## src/sv/sbfu_pkg.sv

```systemverilog
`timescale 1ns / 1ps

package sbfu_pkg;

  localparam int unsigned GROUPS_PER_FRAME = 4;
  localparam int unsigned GROUP_BYTES      = 8;
  localparam int unsigned GROUP_PAYLOAD    = 7;
  localparam int unsigned STORE_DEPTH      = GROUPS_PER_FRAME * GROUP_PAYLOAD;

  localparam int unsigned CNT_W = $clog2(STORE_DEPTH + 1);
  localparam int unsigned IDX_W = (STORE_DEPTH > 1) ? $clog2(STORE_DEPTH) : 1;
  localparam int unsigned GRP_W = (GROUPS_PER_FRAME > 1) ? $clog2(GROUPS_PER_FRAME) : 1;
  localparam int unsigned POS_W = 3;

  localparam logic [GRP_W-1:0] LAST_GROUP = GRP_W'(GROUPS_PER_FRAME - 1);
  localparam logic [POS_W-1:0] LAST_POS   = POS_W'(GROUP_BYTES - 1);
  localparam logic [CNT_W-1:0] DEPTH_CNT  = CNT_W'(STORE_DEPTH);

  localparam logic [7:0] SEVEN_MASK = 8'b0111_1111;

  // configuration register indexes
  localparam int unsigned CFG_IDX_W = 8;
  localparam logic [CFG_IDX_W-1:0] REG_START_SENTINEL = CFG_IDX_W'(0);
  localparam logic [CFG_IDX_W-1:0] REG_PAD_SENTINEL   = CFG_IDX_W'(1);

  localparam logic [7:0] START_SENTINEL_RST = 8'd128;
  localparam logic [7:0] PAD_SENTINEL_RST   = 8'd255;

  typedef struct packed {
    logic [7:0] line_byte;
    logic       chunk_end;
  } in_item_t;

  typedef struct packed {
    logic [7:0] payload_byte;
    logic       frame_last;
  } out_item_t;

  // controller -> datapath
  typedef struct packed {
    logic accept;    // input beat taken this cycle
    logic rd_issue;  // read payload store at drain pointer
    logic load;      // move read data into output register
  } dp_cmd_t;

  // datapath -> controller
  typedef struct packed {
    logic frame_done;   // accepted byte completes a frame
    logic drain_empty;  // completed frame has nothing to emit
    logic drain_last;   // drain pointer is at the final byte
    logic out_free;     // output register can take a beat
  } dp_status_t;

endpackage

```

## src/sv/sbfu_datapath.sv

```systemverilog
`timescale 1ns / 1ps

module sbfu_datapath import sbfu_pkg::*; (
  input  logic                 clk,
  input  logic                 rst_n,
  input  in_item_t             in_item,
  input  logic                 cfg_we,
  input  logic [CFG_IDX_W-1:0] cfg_index,
  input  logic [7:0]           cfg_data,
  input  logic                 out_ready,
  output logic                 out_valid,
  output out_item_t            out_item,
  input  dp_cmd_t              cmd,
  output dp_status_t           status
);

  logic [7:0]       start_r;
  logic [7:0]       pad_r;

  logic             in_frame_r, in_frame_nxt;
  logic [GRP_W-1:0] grp_r, grp_nxt;
  logic [POS_W-1:0] pos_r, pos_nxt;
  logic [7:0]       prev_r, prev_nxt;
  logic [CNT_W-1:0] cnt_r, cnt_nxt;
  logic [CNT_W-1:0] drain_n_r;
  logic [IDX_W-1:0] rd_ptr_r;
  logic             out_valid_r, out_valid_nxt;
  out_item_t        out_r;

  logic [7:0]       mem [STORE_DEPTH];
  logic [7:0]       rd_data_r;

  logic [7:0]       cur;
  logic             last;
  logic             hit_start, hit_pad;
  logic [2:0]       b;
  logic [7:0]       hi, lo, unpacked;
  logic             wr_en;
  logic             done;
  logic [CNT_W-1:0] drain_n_nxt;

  assign cur       = in_item.line_byte;
  assign last      = in_item.chunk_end;
  assign hit_start = (cur == start_r);
  assign hit_pad   = (cur == pad_r);

  // big-endian 7-bit unpack: tail of previous byte, head of current one
  assign b        = pos_r - POS_W'(1);
  assign hi       = 8'((prev_r & (SEVEN_MASK >> b)) << ({1'b0, b} + 4'd1));
  assign lo       = (cur & SEVEN_MASK) >> (3'd6 - b);
  assign unpacked = hi | lo;

  always_comb begin
    in_frame_nxt = in_frame_r;
    grp_nxt      = grp_r;
    pos_nxt      = pos_r;
    prev_nxt     = prev_r;
    cnt_nxt      = cnt_r;
    wr_en        = 1'b0;
    done         = 1'b0;
    if (cmd.accept) begin
      priority if (!in_frame_r) begin
        if (hit_start && !last) begin
          in_frame_nxt = 1'b1;
          grp_nxt      = '0;
          pos_nxt      = '0;
          cnt_nxt      = '0;
        end
      end else if (pos_r == '0) begin
        prev_nxt = cur;
        pos_nxt  = POS_W'(1);
        if (last) begin
          in_frame_nxt = 1'b0;
          grp_nxt      = '0;
          pos_nxt      = '0;
          cnt_nxt      = '0;
        end
      end else if (hit_start || hit_pad) begin
        // sentinel inside a frame: drop it, maybe restart
        in_frame_nxt = hit_start && !last;
        grp_nxt      = '0;
        pos_nxt      = '0;
        cnt_nxt      = '0;
      end else begin
        if (cnt_r < DEPTH_CNT) begin
          wr_en   = 1'b1;
          cnt_nxt = cnt_r + CNT_W'(1);
        end
        prev_nxt = cur;
        pos_nxt  = pos_r + POS_W'(1);
        if (pos_r == LAST_POS) begin
          pos_nxt = '0;
          if (grp_r == LAST_GROUP) begin
            done = 1'b1;
          end else begin
            grp_nxt = grp_r + GRP_W'(1);
          end
        end
        if (done || last) begin
          in_frame_nxt = 1'b0;
          grp_nxt      = '0;
          pos_nxt      = '0;
        end
      end
    end
  end

  // payload count after this byte, rounded down to a multiple of four
  assign drain_n_nxt = (wr_en ? cnt_r + CNT_W'(1) : cnt_r) & ~CNT_W'(3);

  always_ff @(posedge clk) begin
    if (!rst_n) begin
      in_frame_r <= 1'b0;
      grp_r      <= '0;
      pos_r      <= '0;
      prev_r     <= '0;
      cnt_r      <= '0;
    end else begin
      in_frame_r <= in_frame_nxt;
      grp_r      <= grp_nxt;
      pos_r      <= pos_nxt;
      prev_r     <= prev_nxt;
      cnt_r      <= (done || (cmd.accept && last)) ? '0 : cnt_nxt;
    end
  end

  always_ff @(posedge clk) begin
    if (!rst_n) begin
      start_r <= START_SENTINEL_RST;
      pad_r   <= PAD_SENTINEL_RST;
    end else if (cfg_we) begin
      if (cfg_index == REG_START_SENTINEL) begin
        start_r <= cfg_data;
      end else if (cfg_index == REG_PAD_SENTINEL) begin
        pad_r <= cfg_data;
      end
    end
  end

  // payload store
  always_ff @(posedge clk) begin
    if (wr_en) begin
      mem[cnt_r[IDX_W-1:0]] <= unpacked;
    end
    if (cmd.rd_issue) begin
      rd_data_r <= mem[rd_ptr_r];
    end
  end

  always_ff @(posedge clk) begin
    if (!rst_n) begin
      drain_n_r <= '0;
      rd_ptr_r  <= '0;
    end else if (done) begin
      drain_n_r <= drain_n_nxt;
      rd_ptr_r  <= '0;
    end else if (cmd.load) begin
      rd_ptr_r  <= rd_ptr_r + IDX_W'(1);
    end
  end

  // output register
  assign out_valid_nxt = cmd.load ? 1'b1 : (out_ready ? 1'b0 : out_valid_r);

  always_ff @(posedge clk) begin
    if (!rst_n) begin
      out_valid_r <= 1'b0;
    end else begin
      out_valid_r <= out_valid_nxt;
    end
  end

  always_ff @(posedge clk) begin
    if (cmd.load) begin
      out_r.payload_byte <= rd_data_r;
      out_r.frame_last   <= status.drain_last;
    end
  end

  assign out_valid = out_valid_r;
  assign out_item  = out_r;

  assign status.frame_done  = done;
  assign status.drain_empty = (drain_n_nxt == '0);
  assign status.drain_last  = ({{(CNT_W - IDX_W){1'b0}}, rd_ptr_r} + CNT_W'(1)) == drain_n_r;
  assign status.out_free    = !out_valid_r || out_ready;

endmodule

```

## src/sv/sbfu_ctrl.sv

```systemverilog
`timescale 1ns / 1ps

module sbfu_ctrl import sbfu_pkg::*; (
  input  logic       clk,
  input  logic       rst_n,
  input  logic       in_valid,
  output logic       in_ready,
  input  dp_status_t status,
  output dp_cmd_t    cmd
);

  typedef enum logic [2:0] {
    ST_RUN  = 3'b001,
    ST_READ = 3'b010,
    ST_LOAD = 3'b100
  } state_t;

  state_t state_r, state_nxt;

  always_comb begin
    state_nxt    = state_r;
    in_ready     = 1'b0;
    cmd.accept   = 1'b0;
    cmd.rd_issue = 1'b0;
    cmd.load     = 1'b0;
    unique case (state_r)
      ST_RUN: begin
        in_ready   = 1'b1;
        cmd.accept = in_valid;
        if (in_valid && status.frame_done && !status.drain_empty) begin
          state_nxt = ST_READ;
        end
      end
      ST_READ: begin
        cmd.rd_issue = 1'b1;
        state_nxt    = ST_LOAD;
      end
      ST_LOAD: begin
        if (status.out_free) begin
          cmd.load  = 1'b1;
          state_nxt = status.drain_last ? ST_RUN : ST_READ;
        end
      end
      default: state_nxt = ST_RUN;
    endcase
  end

  always_ff @(posedge clk) begin
    if (!rst_n) begin
      state_r <= ST_RUN;
    end else begin
      state_r <= state_nxt;
    end
  end

endmodule

```

## src/sv/seven_bit_frame_unpacker_unit.sv

```systemverilog
`timescale 1ns / 1ps

// Seven-bit frame unpacker. Line bytes come in one beat at a time; after a
// start sentinel, GROUPS_PER_FRAME groups of eight bytes unpack big-endian
// into seven payload bytes each, kept in an internal payload store. Bytes two
// to eight of a group abort the frame if they match either sentinel (a start
// sentinel restarts the frame); chunk_end drops any partial frame. A finished
// frame is emitted as its payload cut down to a multiple of four bytes, with
// frame_last on the final byte. Rate: while no frame is being emitted, one
// line byte is taken every cycle. After the last byte of a frame the input
// stalls while the store drains through its single registered read port;
// each payload byte is read, then loaded into the output register, and the
// load waits out any output stall; with four groups that is 28 bytes.
// The output register lets the next input byte be taken while the final
// payload beat still waits. Configuration: index 0 start sentinel (reset
// 128), index 1 pad sentinel (reset 255); other indexes are ignored.

module seven_bit_frame_unpacker_unit import sbfu_pkg::*; (
  input  logic                 clk,
  input  logic                 rst_n,
  input  logic                 in_valid,
  output logic                 in_ready,
  input  in_item_t             in_item,
  output logic                 out_valid,
  input  logic                 out_ready,
  output out_item_t            out_item,
  input  logic                 cfg_valid,
  output logic                 cfg_ready,
  input  logic [CFG_IDX_W-1:0] cfg_index,
  input  logic [7:0]           cfg_data
);

  dp_cmd_t    cmd;
  dp_status_t status;

  // config writes are always taken
  assign cfg_ready = 1'b1;

  // sequencer: input acceptance and frame drain
  sbfu_ctrl u_ctrl (
    .clk      (clk),
    .rst_n    (rst_n),
    .in_valid (in_valid),
    .in_ready (in_ready),
    .status   (status),
    .cmd      (cmd)
  );

  // framing state, unpack, payload store and output register
  sbfu_datapath u_dp (
    .clk       (clk),
    .rst_n     (rst_n),
    .in_item   (in_item),
    .cfg_we    (cfg_valid),
    .cfg_index (cfg_index),
    .cfg_data  (cfg_data),
    .out_ready (out_ready),
    .out_valid (out_valid),
    .out_item  (out_item),
    .cmd       (cmd),
    .status    (status)
  );

endmodule

```

## config.mk

```make
export PLATFORM = sky130hd
export DESIGN_NAME = seven_bit_frame_unpacker_unit
export DESIGN_NICKNAME = d
export VERILOG_FILES = /design/src/sv/sbfu_pkg.sv /design/src/sv/sbfu_datapath.sv /design/src/sv/sbfu_ctrl.sv /design/src/sv/seven_bit_frame_unpacker_unit.sv
export SDC_FILE = /design/constraint.sdc
export NUM_CORES = 1
export LEC_CHECK = 0
export ABC_CLOCK_PERIOD_IN_PS = 4900
export BUFFER_PORTS_ARGS = -buffer_cell sky130_fd_sc_hd__buf_2
export CAP_MARGIN = 5
export CORE_MARGIN = 8
export CORE_UTILIZATION = 33
export CTS_BUF_LIST = sky130_fd_sc_hd__clkbuf_8
export CTS_CLUSTER_DIAMETER = 120
export DETAILED_ROUTE_END_ITERATION = 10
export GPL_TIMING_DRIVEN = 1
export PLACE_DENSITY_LB_ADDON = 0.3
export SLEW_MARGIN = 10
export SYNTH_ARGS = -nofsm -noshare
export SYNTH_HDL_FRONTEND = slang
export SYNTH_SLANG_ARGS = --single-unit
```

## constraint.sdc

```tcl
create_clock -name clk -period 4.9 [get_ports clk]
set_clock_uncertainty 0.15 [all_clocks]
set_input_delay 0.49 -clock clk [delete_from_list [all_inputs] [get_ports clk]]
set_output_delay 0.49 -clock clk [all_outputs]
set_load 0.02 [all_outputs]
```

== Word level (Yosys, flattened, before mapping) ==
Memories as Yosys holds them, arrays and structs flattened. A register that Yosys moved wholly into a read port is not among the register bits.
Index checks and enable logic that the tools add are counted.

* Bits in writable memories: 224
* Bits in registers: 56
* Input bits: 30
* Memories kept: 1
* Word-level logic and storage cells: 128

{| class="wikitable"
|+ Memory list
! name !! depth !! width !! read ports !! clocked after memory_dff !! wr ports !! line !! source
|-
| u_dp.mem || 28 || 8 || 1 || 1 || 1 || sbfu_datapath.sv:30 || <nowiki>logic [7:0] mem [STORE_DEPTH];</nowiki>
|}

* Magnitude comparators: 1
* Shift operators: 3
* Add/subtract/negate cells: 7
* Reduce and logical (&&, ||, !) cells: 25
* Muxes and demuxes: 58
* Bitwise operators: 4
* Equal/unequal tests: 16

{| class="wikitable"
|+ Operators by type and width
! kind !! number
|-
| $mux 5 || 7
|-
| $mux 1 || 31
|-
| $mux 3 || 8
|-
| $mux 2 || 9
|-
| $eq 8x8->1 || 2
|-
| $mux 8 || 2
|-
| $add 5x1->5 const B || 2
|-
| $ne 5x5->1 const B || 2
|-
| $pmux 3 s3 || 1
|-
| $and 8x8->8 || 1
|-
| $eq 8x1->1 const B || 1
|-
| $logic_not 8->1 || 1
|-
| $or 8x8->8 || 1
|-
| $shl 8x4->8 || 1
|-
| $shr 7x3->8 || 1
|-
| $shr 7x3->8 const A || 1
|-
| $eq 3x3->1 const B || 2
|-
| $reduce_and 2->1 || 3
|-
| $reduce_and 3->1 || 2
|-
| $eq 5x5->1 || 1
|-
| $logic_not 5->1 || 1
|-
| $lt 5x5->1 const B || 1
|-
| $reduce_and 5->1 || 1
|-
| $add 3x1->4 const B || 1
|-
| 19 further kinds || 31
|}

== Depth between registers and ports, before layout ==
Gate-level depths: netlist of run 1.

* Depth in word-level cells: 15
* Depth in mapped cells: 10

== Hierarchy ==
A second synthesis of run 1 with hierarchy kept.

* Cells, all modules: 741
* Area total of the unflattened synthesis: 12,215.5 sq um

{| class="wikitable"
|+ By module, submodules not included
! module !! seq. area each (sq um) !! area an instance (sq um) !! cells each !! times used
|-
| sbfu_datapath || 8,097.8 || 12,035.3 || 718 || 1
|-
| sbfu_ctrl || 60.1 || 168.9 || 21 || 1
|-
| seven_bit_frame_unpacker_unit || 0.0 || 11.3 || 2 || 1
|}

== Least setup slack after synthesis of run 1 ==
OpenSTA, ideal clock, no wires.

* Kind: register -> register
* Start point: register u_dp.pos_r[0]
* End point: memory u_dp.mem[0][2] (data pin)
* Setup time: 0.423 ns
* Required time: 4.327 ns
* Cell stages (with the launch flop): 10
* Arrival: 2.993 ns
* Setup slack: 1.334 ns
* Period minus slack after synthesis: 3.566 ns
* Cells stage by stage: dfxtp_1 -> inv_1 -> ha_1 -> inv_1 -> ha_1 -> ha_1 -> nor2b_1 -> a221oi_1 -> a31o_2 -> o21ai_0

* Longest elaborated chain between the ends: 5
* Elaborated cells on any way between the ends: 8
* Classes of those cells: add/sub: 3; shift: 3; bitwise: 2

{| class="wikitable"
|+ Ends and longest elaborated chain
! what !! line !! source
|-
| from (decl) || sbfu_datapath.sv:22 || <nowiki>logic [POS_W-1:0] pos_r, pos_nxt;</nowiki>
|-
| from (signal assigned) || sbfu_datapath.sv:121 || <nowiki>pos_r <= pos_nxt;</nowiki>
|-
| $sub 3x1->3 (*) || sbfu_datapath.sv:48 || <nowiki>assign b = pos_r - POS_W'(1);</nowiki>
|-
| $shr 7x3->8 || sbfu_datapath.sv:49 || <nowiki>assign hi = 8'((prev_r & (SEVEN_MASK >> b)) << ({1'b0, b} + 4'd1));</nowiki>
|-
| $and 8x8->8 || sbfu_datapath.sv:49 ||
|-
| $shl 8x4->8 || sbfu_datapath.sv:49 ||
|-
| $or 8x8->8 (*) || sbfu_datapath.sv:51 || <nowiki>assign unpacked = hi | lo;</nowiki>
|-
| via u_dp.unpacked[2] || sbfu_datapath.sv:37 || <nowiki>logic [7:0] hi, lo, unpacked;</nowiki>
|-
| to (decl) || sbfu_datapath.sv:30 ||
|}

The timed path passes the listed nets; every way through them passes the cells marked *.

== Final worst setup path of run 1 ==
* Start point: register u_dp.pos_r[0]
* End point: memory u_dp.mem[4][3], enable pin

* Longest elaborated chain between the ends: 6

{| class="wikitable"
|+ Ends and longest elaborated chain
! what !! line !! source
|-
| $logic_not 3->1 || sbfu_datapath.sv:69 || <nowiki>end else if (pos_r == '0) begin</nowiki>
|-
| $mux 1 || sbfu_datapath.sv:69 ||
|-
| $mux 1 || sbfu_datapath.sv:62 || <nowiki>priority if (!in_frame_r) begin</nowiki>
|-
| $mux 1 || sbfu_datapath.sv:61 || <nowiki>if (cmd.accept) begin</nowiki>
|-
| $mux 1 || sbfu_datapath.sv:142 || <nowiki>if (wr_en) begin</nowiki>
|-
| $mux 1 (not written as such) || sbfu_datapath.sv:143 || <nowiki>mem[cnt_r[IDX_W-1:0]] <= unpacked;</nowiki>
|}

Every way passes these cells.

==> key figures, run 1 <==
Timing
  – Final period util: 83.5%
  – Relative slew slack: 36.7%
  – Final TNS setup: 0 ns
  – Tmin final: 4.09 ns
  – Slew at the pin closest to its max-slew limit: 0.944 ns
  – Fmax achieved: 244 MHz
  – Final Hold Vio Count: 0
  – Final setup fails: 0
  – Min Hold Slack: 0.0432 ns
  – RSZ-0062 raised after global routing: no
  – Slew Limit Fails: 0

Synth
  – Top post-synthesis cells by count: edfxtp_1 (241), mux4_2 (66), nor2_1 (55)
  – Cells after synthesis: 758
  – Main flop type after synthesis: edfxtp_1
  – Sequential share of the synthesized area: 66.9%
  – Ys async rst share: 0%
  – Synth warn: 0
  – Post-synth top area cell: edfxtp_1
  – Yosys top cell area share: 59.3%
  – Seq cells post-synth: 287
  – Synth Cell Area: 12200 um^2
  – Number of flops mapped to enable cells by yosys: 241
  – Syn Nets: 802
  – Distinct cells, synth: 62
  – Post-synthesis average cell area: 16.1 um^2
  – Most frequent cell after synthesis: edfxtp_1
  – Synth top area cells: edfxtp_1 (59%), mux4_2 (12%), dfxtp_1 (7.5%)

Worst setup path
  – CP endpoint kind: flip-flop
  – Setup slack on the worst flop-to-flop path: 0.81 ns
  – Worst setup SP type: flip-flop
  – Cell family with most CP delay: simple AND/OR/NAND/NOR gates
  – Critical path cell sequence: inv_1, ha_1, nor4bb_1, nor3_2, and2_1, a22o_2, nand3_1, nor2_1
  – Setup CP Type: reg -> reg
  – Critical Path Fanout Max: 24
  – Crit path required time: 4.92 ns
  – Crit-path max cell delay: 0.89 ns
  – Worst EP arrival: 4.11 ns
  – FF-to-FF Start: u_dp.pos_r[0]$_SDFFE_PN0P_
  – WP buf/inv: 1
  – FF-to-FF End: u_dp.mem[4][3]$_DFFE_PP_
  – Slowest-stage cell, CP: dfxtp_1
  – Worst Reg-to-Reg Cells: 8

Cells and area
  – Layout area overhead: 14.6%
  – Final Non-Filler Cells: 1337
  – Layout cells sized above 1: 25.2%
  – Final net count: 879

Routing
  – Total Wirelength: 27000 um
  – Remaining DRCs: 0
  – Drt first pass iters: 5
  – 1st-iter DRT viols: 462
  – Drt wl/cell: 20.2 um
  – Post-route ant nets: 0
  – Vias: 6741
  – Mean number of vias per cell: 5.04

Floorplanning
  – Chip height: 208 um
  – Die Span X: 208 um
  – Starting Density: 33.4%
  – # IOs: 42
  – Core ar.: 36500 um^2
  – DIE AREA: 43400 um^2
  – Std cell rows: 70

Clock network
  – CTS hold repair buffers: 7
  – Post_cts resized: 0
  – Worst-path clk slew: 0.06 ns
  – Inserted Clock Buffers: 46
  – Clk root buf: clkbuf_8
  – Post-CTS setup buffer count: 0
  – H-tree depth: 2
  – Clock sinks: 287
  – TritonCTS clock tree: done
  – Max Root-Sink Buffers: 3
  – Worst-Skew Late Latency: 0.55 ns

Outcome
  – Status: finished, final reports clean

Placement
  – Gpl congestion: 0.867
  – DP Wirelength: 17600 um
  – Placed Instances: 1248
  – IO buf count: 40

Global route
  – First-pass GRT wire length: 41800 um
  – Total grt overflow: 0
  – Largest net degree at the start of global routing: 37
  – Initial antenna violation count: 1
  – Vias in the first global route: 7038
  – GRT Util Overall: 12.4%

Worst hold path
  – Worst Hold Class: in -> reg
  – Min-Delay Endpoint: u_dp.pad_r[5]$_SDFFE_PN1P_
  – Hold depth: 3
  – Min-delay src: cfg_data[5]

Power and ir drop
  – Leak: 4.89 nW
  – PwrDens: 336 nW/um^2
  – Worst vdd ir: 0.168 mV

Flow run
  – Max-Cap Viols: 0
area by class of cell:
cell class	instances	area, um^2
inverter	10	37.5
fill	3346	22500
multi-input combinational	423	3870
clock buffer	46	633
antenna	1	2.50
tap	468	586
sequential	287	8160
timing repair buffer	67	433
clock inverter	35	256
state kept, by name, indices dropped and copies added (netlist names), 3 cells and up:
signal          flops
u_ctrl.state_r      3
u_dp.cnt_r          5
u_dp.drain_n_r      3
u_dp.mem          224
u_dp.out_item       9
u_dp.pad_r          8
u_dp.pos_r          3
u_dp.prev_r         7
u_dp.rd_data_r      8
u_dp.rd_ptr_r       5
u_dp.start_r        8
layout by cell type, fill, tap and decap left out, drive strengths merged, types with 22 or more instances in the layout:
cell type / count
o21ai: 34
nor2: 56
clkbuf: 46
xnor2: 22
mux4: 66
buf: 60
nand2: 47
dfxtp: 46
mux2i: 29
edfxtp: 241
routing by layer:
layer  GRT usage, %  up-vias  wire [um]
met4           4.97        0        731
li1               -     3146          -
met3           2.04       41       1020
met5              0        -          0
met2           21.2      137      13600
met1           15.6     3417      11700
where the power goes:
group | total [mW] | leakage (nW) | internal (mW) | switching [mW]
clock | 2.01 | 0.495 | 1.09 | 0.916
combinational | 0.0712 | 1.39 | 0.0301 | 0.0412
sequential | 2.61 | 3.00 | 2.61 | 0.00438
total | 4.69 | 4.89 | 3.73 | 0.961
worst register-to-register path: cells and delay by family, from the launching register on:
family / cells / cell delay [ns]
flops: 1 / 0.89
simple gates: 5 / 1.83
compound gates: 1 / 0.21
buf+inv: 1 / 0.30
fa+ha+maj: 1 / 0.32
how the worst max path moves through the flow:
stage / start / to / slack [ns] / cells after the start
floorplan: u_dp.pos_r[0]$_SDFFE_PN0P_ / u_dp.mem[0][2]$_DFFE_PP_ / 1.33 / 9
global placement: u_dp.pos_r[0]$_SDFFE_PN0P_ / u_dp.mem[26][2]$_DFFE_PP_ / 0.97 / 8
detailed placement: u_dp.pos_r[0]$_SDFFE_PN0P_ / u_dp.mem[22][7]$_DFFE_PP_ / 0.87 / 8
CTS: u_dp.pos_r[0]$_SDFFE_PN0P_ / u_dp.mem[4][1]$_DFFE_PP_ / 0.85 / 8
global route: u_dp.pos_r[0]$_SDFFE_PN0P_ / u_dp.mem[6][6]$_DFFE_PP_ / 0.56 / 8
finish: u_dp.pos_r[0]$_SDFFE_PN0P_ / u_dp.mem[4][3]$_DFFE_PP_ / 0.81 / 8
logic make-up (layout without fill, tap and decap cells):
group / count (synthesis) / in the layout / synth area share (%)
buffers and inverters: 48 / 158 / 1.67
AND/OR/NAND/NOR: 182 / 182 / 7.54
flip-flops: 287 / 287 / 66.9
multiplexers: 107 / 107 / 15.7
XOR/XNOR: 27 / 27 / 1.94
AO/OA/AOI/OAI: 92 / 92 / 4.83
other: 1 / 2 / 0.0307
adder cells (fa/ha/maj): 14 / 14 / 1.44
metrics by stage:
step           total power, mW  setup WS (ns)  area, um^2  utilization [%]
6_report                  4.69          0.807       14000             38.3
3_3_place_gp              2.73          0.968       13000             35.6
5_1_grt                   4.86          0.562       14000             38.3
3_5_place_dp              2.73          0.867       13000             35.6
2_1_floorplan             2.70           1.33       12200                -
4_1_cts                   4.75          0.849       14000             38.3
Note: power is estimated with default switching activity, not from simulation.
==> run 2, diff against run 1 <==
ABC_CLOCK_PERIOD_IN_PS = 4300   (was 4900)
clock period = 4.3 ns   (was 4.9 ns; I/O delays follow)
==> key figures, run 2 (synthesized netlist as in run 1, its figures left out) <==
Outcome
  – Status: finished, final reports clean

Routing
  – Drt first pass iters: 5
  – Total Wirelength: 27400 um
  – Remaining DRCs: 0
  – 1st-iter DRT viols: 582
  – Vias: 6855
  – Post-route ant nets: 0
  – Mean number of vias per cell: 5.05
  – Drt wl/cell: 20.2 um

Timing
  – Final TNS setup: 0 ns
  – Relative slew slack: 22.5%
  – Final setup fails: 0
  – RSZ-0062 raised after global routing: no
  – Final period util: 79.2%
  – Slew Limit Fails: 0
  – Fmax achieved: 294 MHz
  – Tmin final: 3.41 ns
  – Min Hold Slack: 0.0427 ns
  – Slew at the pin closest to its max-slew limit: 1.16 ns
  – Final Hold Vio Count: 0

Worst setup path
  – CP endpoint kind: flip-flop
  – Crit path required time: 4.34 ns
  – Setup CP Type: in -> reg
  – Critical path cell sequence: dlygate4sd3_1, buf_2, xnor2_1, nand4_1, nor2_1, a22o_2, nand3_1, nor2_1
  – Slowest-stage cell, CP: nor2_1
  – Worst EP arrival: 3.45 ns
  – Crit-path max cell delay: 0.67 ns
  – CP most frequent cell: nor2_1
  – Critical Path Fanout Max: 10
  – Worst setup SP type: input port
  – WP buf/inv: 2
  – Cell family with most CP delay: simple AND/OR/NAND/NOR gates

Cells and area
  – Commonest non-fill, non-tap cells in the layout: edfxtp_1 (241), mux4_2 (66), nor2_1 (55)
  – Design Area, Final: 14100 um^2
  – Layout cells sized above 1: 26.5%
  – Final Non-Filler Cells: 1358
  – Layout area overhead: 15.7%
  – Commonest non-fill, non-tap cell in the layout: edfxtp_1
  – Final net count: 894
  – Largest register FFs: 224
  – Fill count: 3385

Placement
  – DP Wirelength: 18000 um
  – IO buf count: 40
  – Gpl congestion: 0.832
  – Placed Instances: 1260
  – Area after DPL: 13100 um^2

Floorplanning
  – Chip height: 208 um
  – # IOs: 42
  – Die Span X: 208 um
  – Core ar.: 36500 um^2
  – DIE AREA: 43400 um^2
  – Starting Density: 33.4%
  – Std cell rows: 70

Power and ir drop
  – Leak: 4.99 nW
  – Cell Int Power: 4.22 mW
  – Psw: 1.12 mW
  – Comb pwr share: 1.5%
  – Seq pwr share: 55.7%
  – PnR Total Power: 5.35 mW
  – Switching Share: 21.0%
  – Clock share of power: 42.8%
  – PwrDens: 379 nW/um^2
  – Worst vdd ir: 0.224 mV

Global route
  – GRT Util Overall: 12.6%
  – Largest net degree at the start of global routing: 42
  – Vias in the first global route: 7017
  – First-pass GRT wire length: 42800 um
  – Initial antenna violation count: 1
  – Total grt overflow: 0

Clock network
  – H-tree depth: 2
  – Max Root-Sink Buffers: 3
  – Clk root buf: clkbuf_8
  – Inserted Clock Buffers: 47
  – TritonCTS clock tree: done
  – Worst-Skew Late Latency: 0.57 ns
  – Clock sinks: 287
  – Worst-path clk slew: 0.06 ns
  – Post_cts resized: 0

Flow run
  – Max-Cap Viols: 0

Worst hold path
  – Worst Hold Class: in -> reg
[run 2: cell count changes in the layout (fill, tap and decap cells not counted)]
cell	change
buf_12	-1
buf_4	+13
bufinv_16	-3
clkbuf_8	+8
clkinv_1	-4
clkinv_8	+1
dlygate4sd3_1	+2
inv_1	+6
inv_6	-1
[run 2: final cells by class]
type | count | area [um^2] | share of cell area (%)
well taps | 468 | 586 | 4.15
flip-flops and latches | 287 | 8160 | 57.8
inverters | 10 | 37.5 | 0.266
clock inverters | 34 | 181 | 1.29
clock buffers | 54 | 743 | 5.27
repair buffers | 81 | 531 | 3.76
diodes | 1 | 2.50 | 0.0177
multi-input cells | 423 | 3870 | 27.4
[run 2: per-stage QoR]
step	setup slack [ns]	utilization [%]
after floorplan	0.734	-
after global placement	0.984	35.9
after detailed placement	0.816	35.9
after CTS	0.888	38.6
after global routing	0.670	38.6
final	0.894	38.6
[run 2: path summary, 6_finish.rpt]
path                               startpoint  cells after the start                           to  slack [ns]
setup / recovery                   in_item[1]                      8    u_dp.mem[12][0]$_DFFE_PP_        0.89
hold / removal                     in_item[7]                      3  u_dp.prev_r[6]$_SDFFE_PN0P_        0.04
setup reg to reg   u_dp.pos_r[0]$_SDFFE_PN0P_                      9     u_dp.mem[7][1]$_DFFE_PP_        0.91
hold reg to reg   u_dp.rd_data_r[6]$_DFFE_PP_                      0   u_dp.out_item[7]$_DFFE_PP_        0.28
[run 2: per-layer routing]
layer	part of all wire (%)	vias up	global-route usage, %	routed length (um)
met4	1.9	0	4.26	522
met1	44	3462	16.4	12200
met5	0	-	0	0
met2	49	182	21.2	13500
li1	-	3173	-	-
met3	4.4	38	2.24	1210
[run 2: power by group through the flow]
stage          combinational [mW]  clock, mW  sequential, mW
6_report                   0.0810       2.29            2.98
5_1_grt                    0.0890       2.47            2.98
4_1_cts                    0.0817       2.35            2.98
3_5_place_dp               0.0752          0            3.04
3_3_place_gp               0.0747          0            3.04
2_1_floorplan              0.0437          0            3.03
[run 2: repair_timing]
action / CTS / global route
hold buffers: 9 / 0
setup buffers: 0 / 0
hold endpoints to repair: 17 / 0
[run 2: tightest hold or removal path, cell delays in order]
cell and delay (ns):
buf_2 0.15, nand3_1 0.08, a21oi_1 0.05
==> run 3, diff against run 2 <==
ABC_AREA = 1   (was unset)
ABC_CLOCK_PERIOD_IN_PS = 3480   (was 4300)
clock period = 3.48 ns   (was 4.3 ns; I/O delays follow)
==> key figures, run 3 <==
Synth
  – Synth Cell Area: 12600 um^2
  – Main flop type after synthesis: edfxtp_1
  – Mux cell area share after synthesis: 0.0795%
  – Seq cells post-synth: 287
  – Post-Synth XOR/XNOR Area: 0.696%
  – Distinct cells, synth: 49
  – Top post-synthesis cells by count: edfxtp_1 (241), nor2_1 (176), nand2_1 (149)
  – Number of flops mapped to enable cells by yosys: 241
  – Post-synth top area cell: edfxtp_1
  – Synth Area in Compound Gates: 13.8%
  – Synth warn: 0
  – Post-synthesis average cell area: 10.8 um^2
  – Adder-Cell Fraction of Synth Area: 1.39%
  – Syn Nets: 1207
  – Cells after synthesis: 1163
  – Ys async rst share: 0%
  – Most frequent cell after synthesis: edfxtp_1
  – Post-Synth Simple-Gate Area: 14.5%
  – Sequential share of the synthesized area: 64.8%
  – Yosys top cell area share: 57.5%
  – Largest family of logic cells by synthesized area: simple AND/OR/NAND/NOR gates
  – Synth top area cells: edfxtp_1 (58%), dfxtp_1 (7.3%), o21ai_0 (5.8%)

Worst setup path
  – Worst EP arrival: 3.33 ns
  – Crit path required time: 3.59 ns
  – CP endpoint kind: flip-flop
  – FF-to-FF Start: u_dp.pos_r[1]$_SDFFE_PN0P_
  – Critical Path Fanout Max: 28
  – Worst setup SP type: flip-flop
  – CP startpoint: u_dp.pos_r[1]$_SDFFE_PN0P_
  – Setup CP Type: reg -> reg

Clock network
  – Inserted Clock Buffers: 47
  – Clock sinks: 287
  – TritonCTS clock tree: done
  – Worst-Skew Late Latency: 0.58 ns
  – Post-CTS setup buffer count: 0
  – H-tree depth: 2
  – Max Root-Sink Buffers: 3
  – Clk root buf: clkbuf_8
  – Worst-path clk slew: 0.06 ns

Power and ir drop
  – Cell Int Power: 5.28 mW
  – Worst vdd ir: 0.209 mV
  – Leak: 5.35 nW
  – PwrDens: 473 nW/um^2
  – Comb pwr share: 6.6%
  – Clock share of power: 38.0%
  – Switching Share: 24.0%
  – Psw: 1.67 mW
  – PnR Total Power: 6.95 mW
  – Seq pwr share: 55.4%

Cells and area
  – Final Non-Filler Cells: 1817
  – Multi-input combinational cell area: 3880 um^2
  – Diode count: 0
  – Final net count: 1316
  – Layout cells sized above 1: 15.4%
  – Commonest non-fill, non-tap cell in the layout: edfxtp_1
  – Layout area overhead: 16.9%
  – Commonest non-fill, non-tap cells in the layout: edfxtp_1 (241), nor2_1 (176), nand2_1 (149)
  – Largest register FFs: 224
  – FF+latch area: 8160 um^2
  – Fin util: 39.1%
  – Fill count: 3688

Floorplanning
  – Chip height: 211 um
  – # IOs: 42
  – Die Span X: 211 um
  – Std cell rows: 71
  – Starting Density: 33.5%
  – DIE AREA: 44600 um^2
  – Core ar.: 37600 um^2

Routing
  – Drt first pass iters: 5
  – Total Wirelength: 33100 um
  – Highest metal used: met4
  – Mean number of vias per cell: 5.01
  – Vias: 9110
  – Drt wl/cell: 18.2 um
  – Met3 wire length: 2110 um
  – Post-route ant nets: 0
  – M1 wire length: 14400 um
  – Remaining DRCs: 0
  – 1st-iter DRT viols: 550
  – Wire length on met2: 15900 um

Timing
  – RSZ-0062 raised after global routing: no
  – Slew Limit Fails: 0
  – Final period util: 92.6%
  – Relative slew slack: 42.5%
  – Tmin final: 3.22 ns
  – Slew at the pin closest to its max-slew limit: 0.861 ns
  – Fmax achieved: 310 MHz
  – Final Hold Vio Count: 0
  – Final setup fails: 0

Global route
  – Total grt overflow: 0
  – Initial antenna violation count: 0
  – First-pass GRT wire length: 50800 um
  – Vias in the first global route: 8981
  – GRT Util Overall: 14.7%
  – Largest net degree at the start of global routing: 61

Flow run
  – Max-Cap Viols: 0

Outcome
  – Status: finished, final reports clean

Worst hold path
  – Worst Hold Class: in -> reg
  – Min-delay src: in_item[7]

Placement
  – IO buf count: 40
  – Gpl congestion: 0.822
  – DP Wirelength: 20400 um
  – Placed Instances: 1708
[run 3: final timing paths]
kind / cells after the start / endpoint / slack, ns
max: 10 / u_dp.mem[22][4]$_DFFE_PP_ / 0.26
min: 3 / u_dp.prev_r[6]$_SDFFE_PN0P_ / 0.05
max reg2reg: 10 / u_dp.mem[22][4]$_DFFE_PP_ / 0.26
min reg2reg: 0 / u_dp.out_item[5]$_DFFE_PP_ / 0.27
[run 3: logic make-up (layout without fill, tap and decap cells)]
family | Yosys count | count (layout)
compound gates | 294 | 294
flops | 287 | 287
xor+xnor | 10 | 10
simple gates | 412 | 412
fa+ha+maj | 14 | 14
other cells | 1 | 1
buf+inv | 144 | 287
mux | 1 | 1
[run 3: repair_timing]
action                                 in CTS  in global routing
hold buffers                               26                  0
endpoints found under the hold margin      27                  0
gates resized for setup                     0                  2
setup endpoints to repair                   0                 56
[run 3: power groups by stage]
| stage | sequential (mW) | clock (mW) | combinational (mW) |
|---|---|---|---|
| after floorplan | 3.92 | 0 | 0.260 |
| after global placement | 3.92 | 0 | 0.427 |
| after detailed placement | 3.92 | 0 | 0.436 |
| after CTS | 3.85 | 2.73 | 0.455 |
| after global routing | 3.85 | 2.88 | 0.505 |
| final | 3.85 | 2.64 | 0.459 |
[run 3: through the flow]
| step | cell area, um^2 | worst slack [ns] | hold slack (ns) | TNS, ns |
|---|---|---|---|---|
| after global placement | 13600 | 0.277 | 0.254 | 0 |
| final | 14700 | 0.258 | 0.0453 | 0 |
| after CTS | 14700 | 0.160 | 0.00123 | 0 |
| after global routing | 14700 | 0.0335 | 0.0339 | 0 |
| after detailed placement | 13600 | 0.157 | 0.257 | 0 |
| after floorplan | 12600 | -0.388 | 0.250 | -21.74 |
[run 3: per-layer routing]
layer	track usage [%]	vias to the layer above
met5	0	-
li1	-	4372
met3	2.92	47
met1	18.7	4402
met2	24.8	289
met4	4.49	0
[run 3: final cells by class]
type                    count  share of cell area [%]
inverters                  86                    2.23
flip-flops and latches    287                    55.5
multi-input cells         732                    26.4
well taps                 511                    4.35
repair buffers            118                    5.87
clock buffers              50                    4.68
clock inverters            33                   0.970
[run 3: critical path, cell delays in order, from the launching register on]
cell     delay [ns]
dfxtp_1        0.32
inv_1          0.10
ha_1           0.20
inv_1          0.07
ha_1           0.34
ha_1           0.50
inv_1          0.32
a21oi_1        0.07
a21oi_1        0.14
a21oi_1        0.08
inv_1          0.63
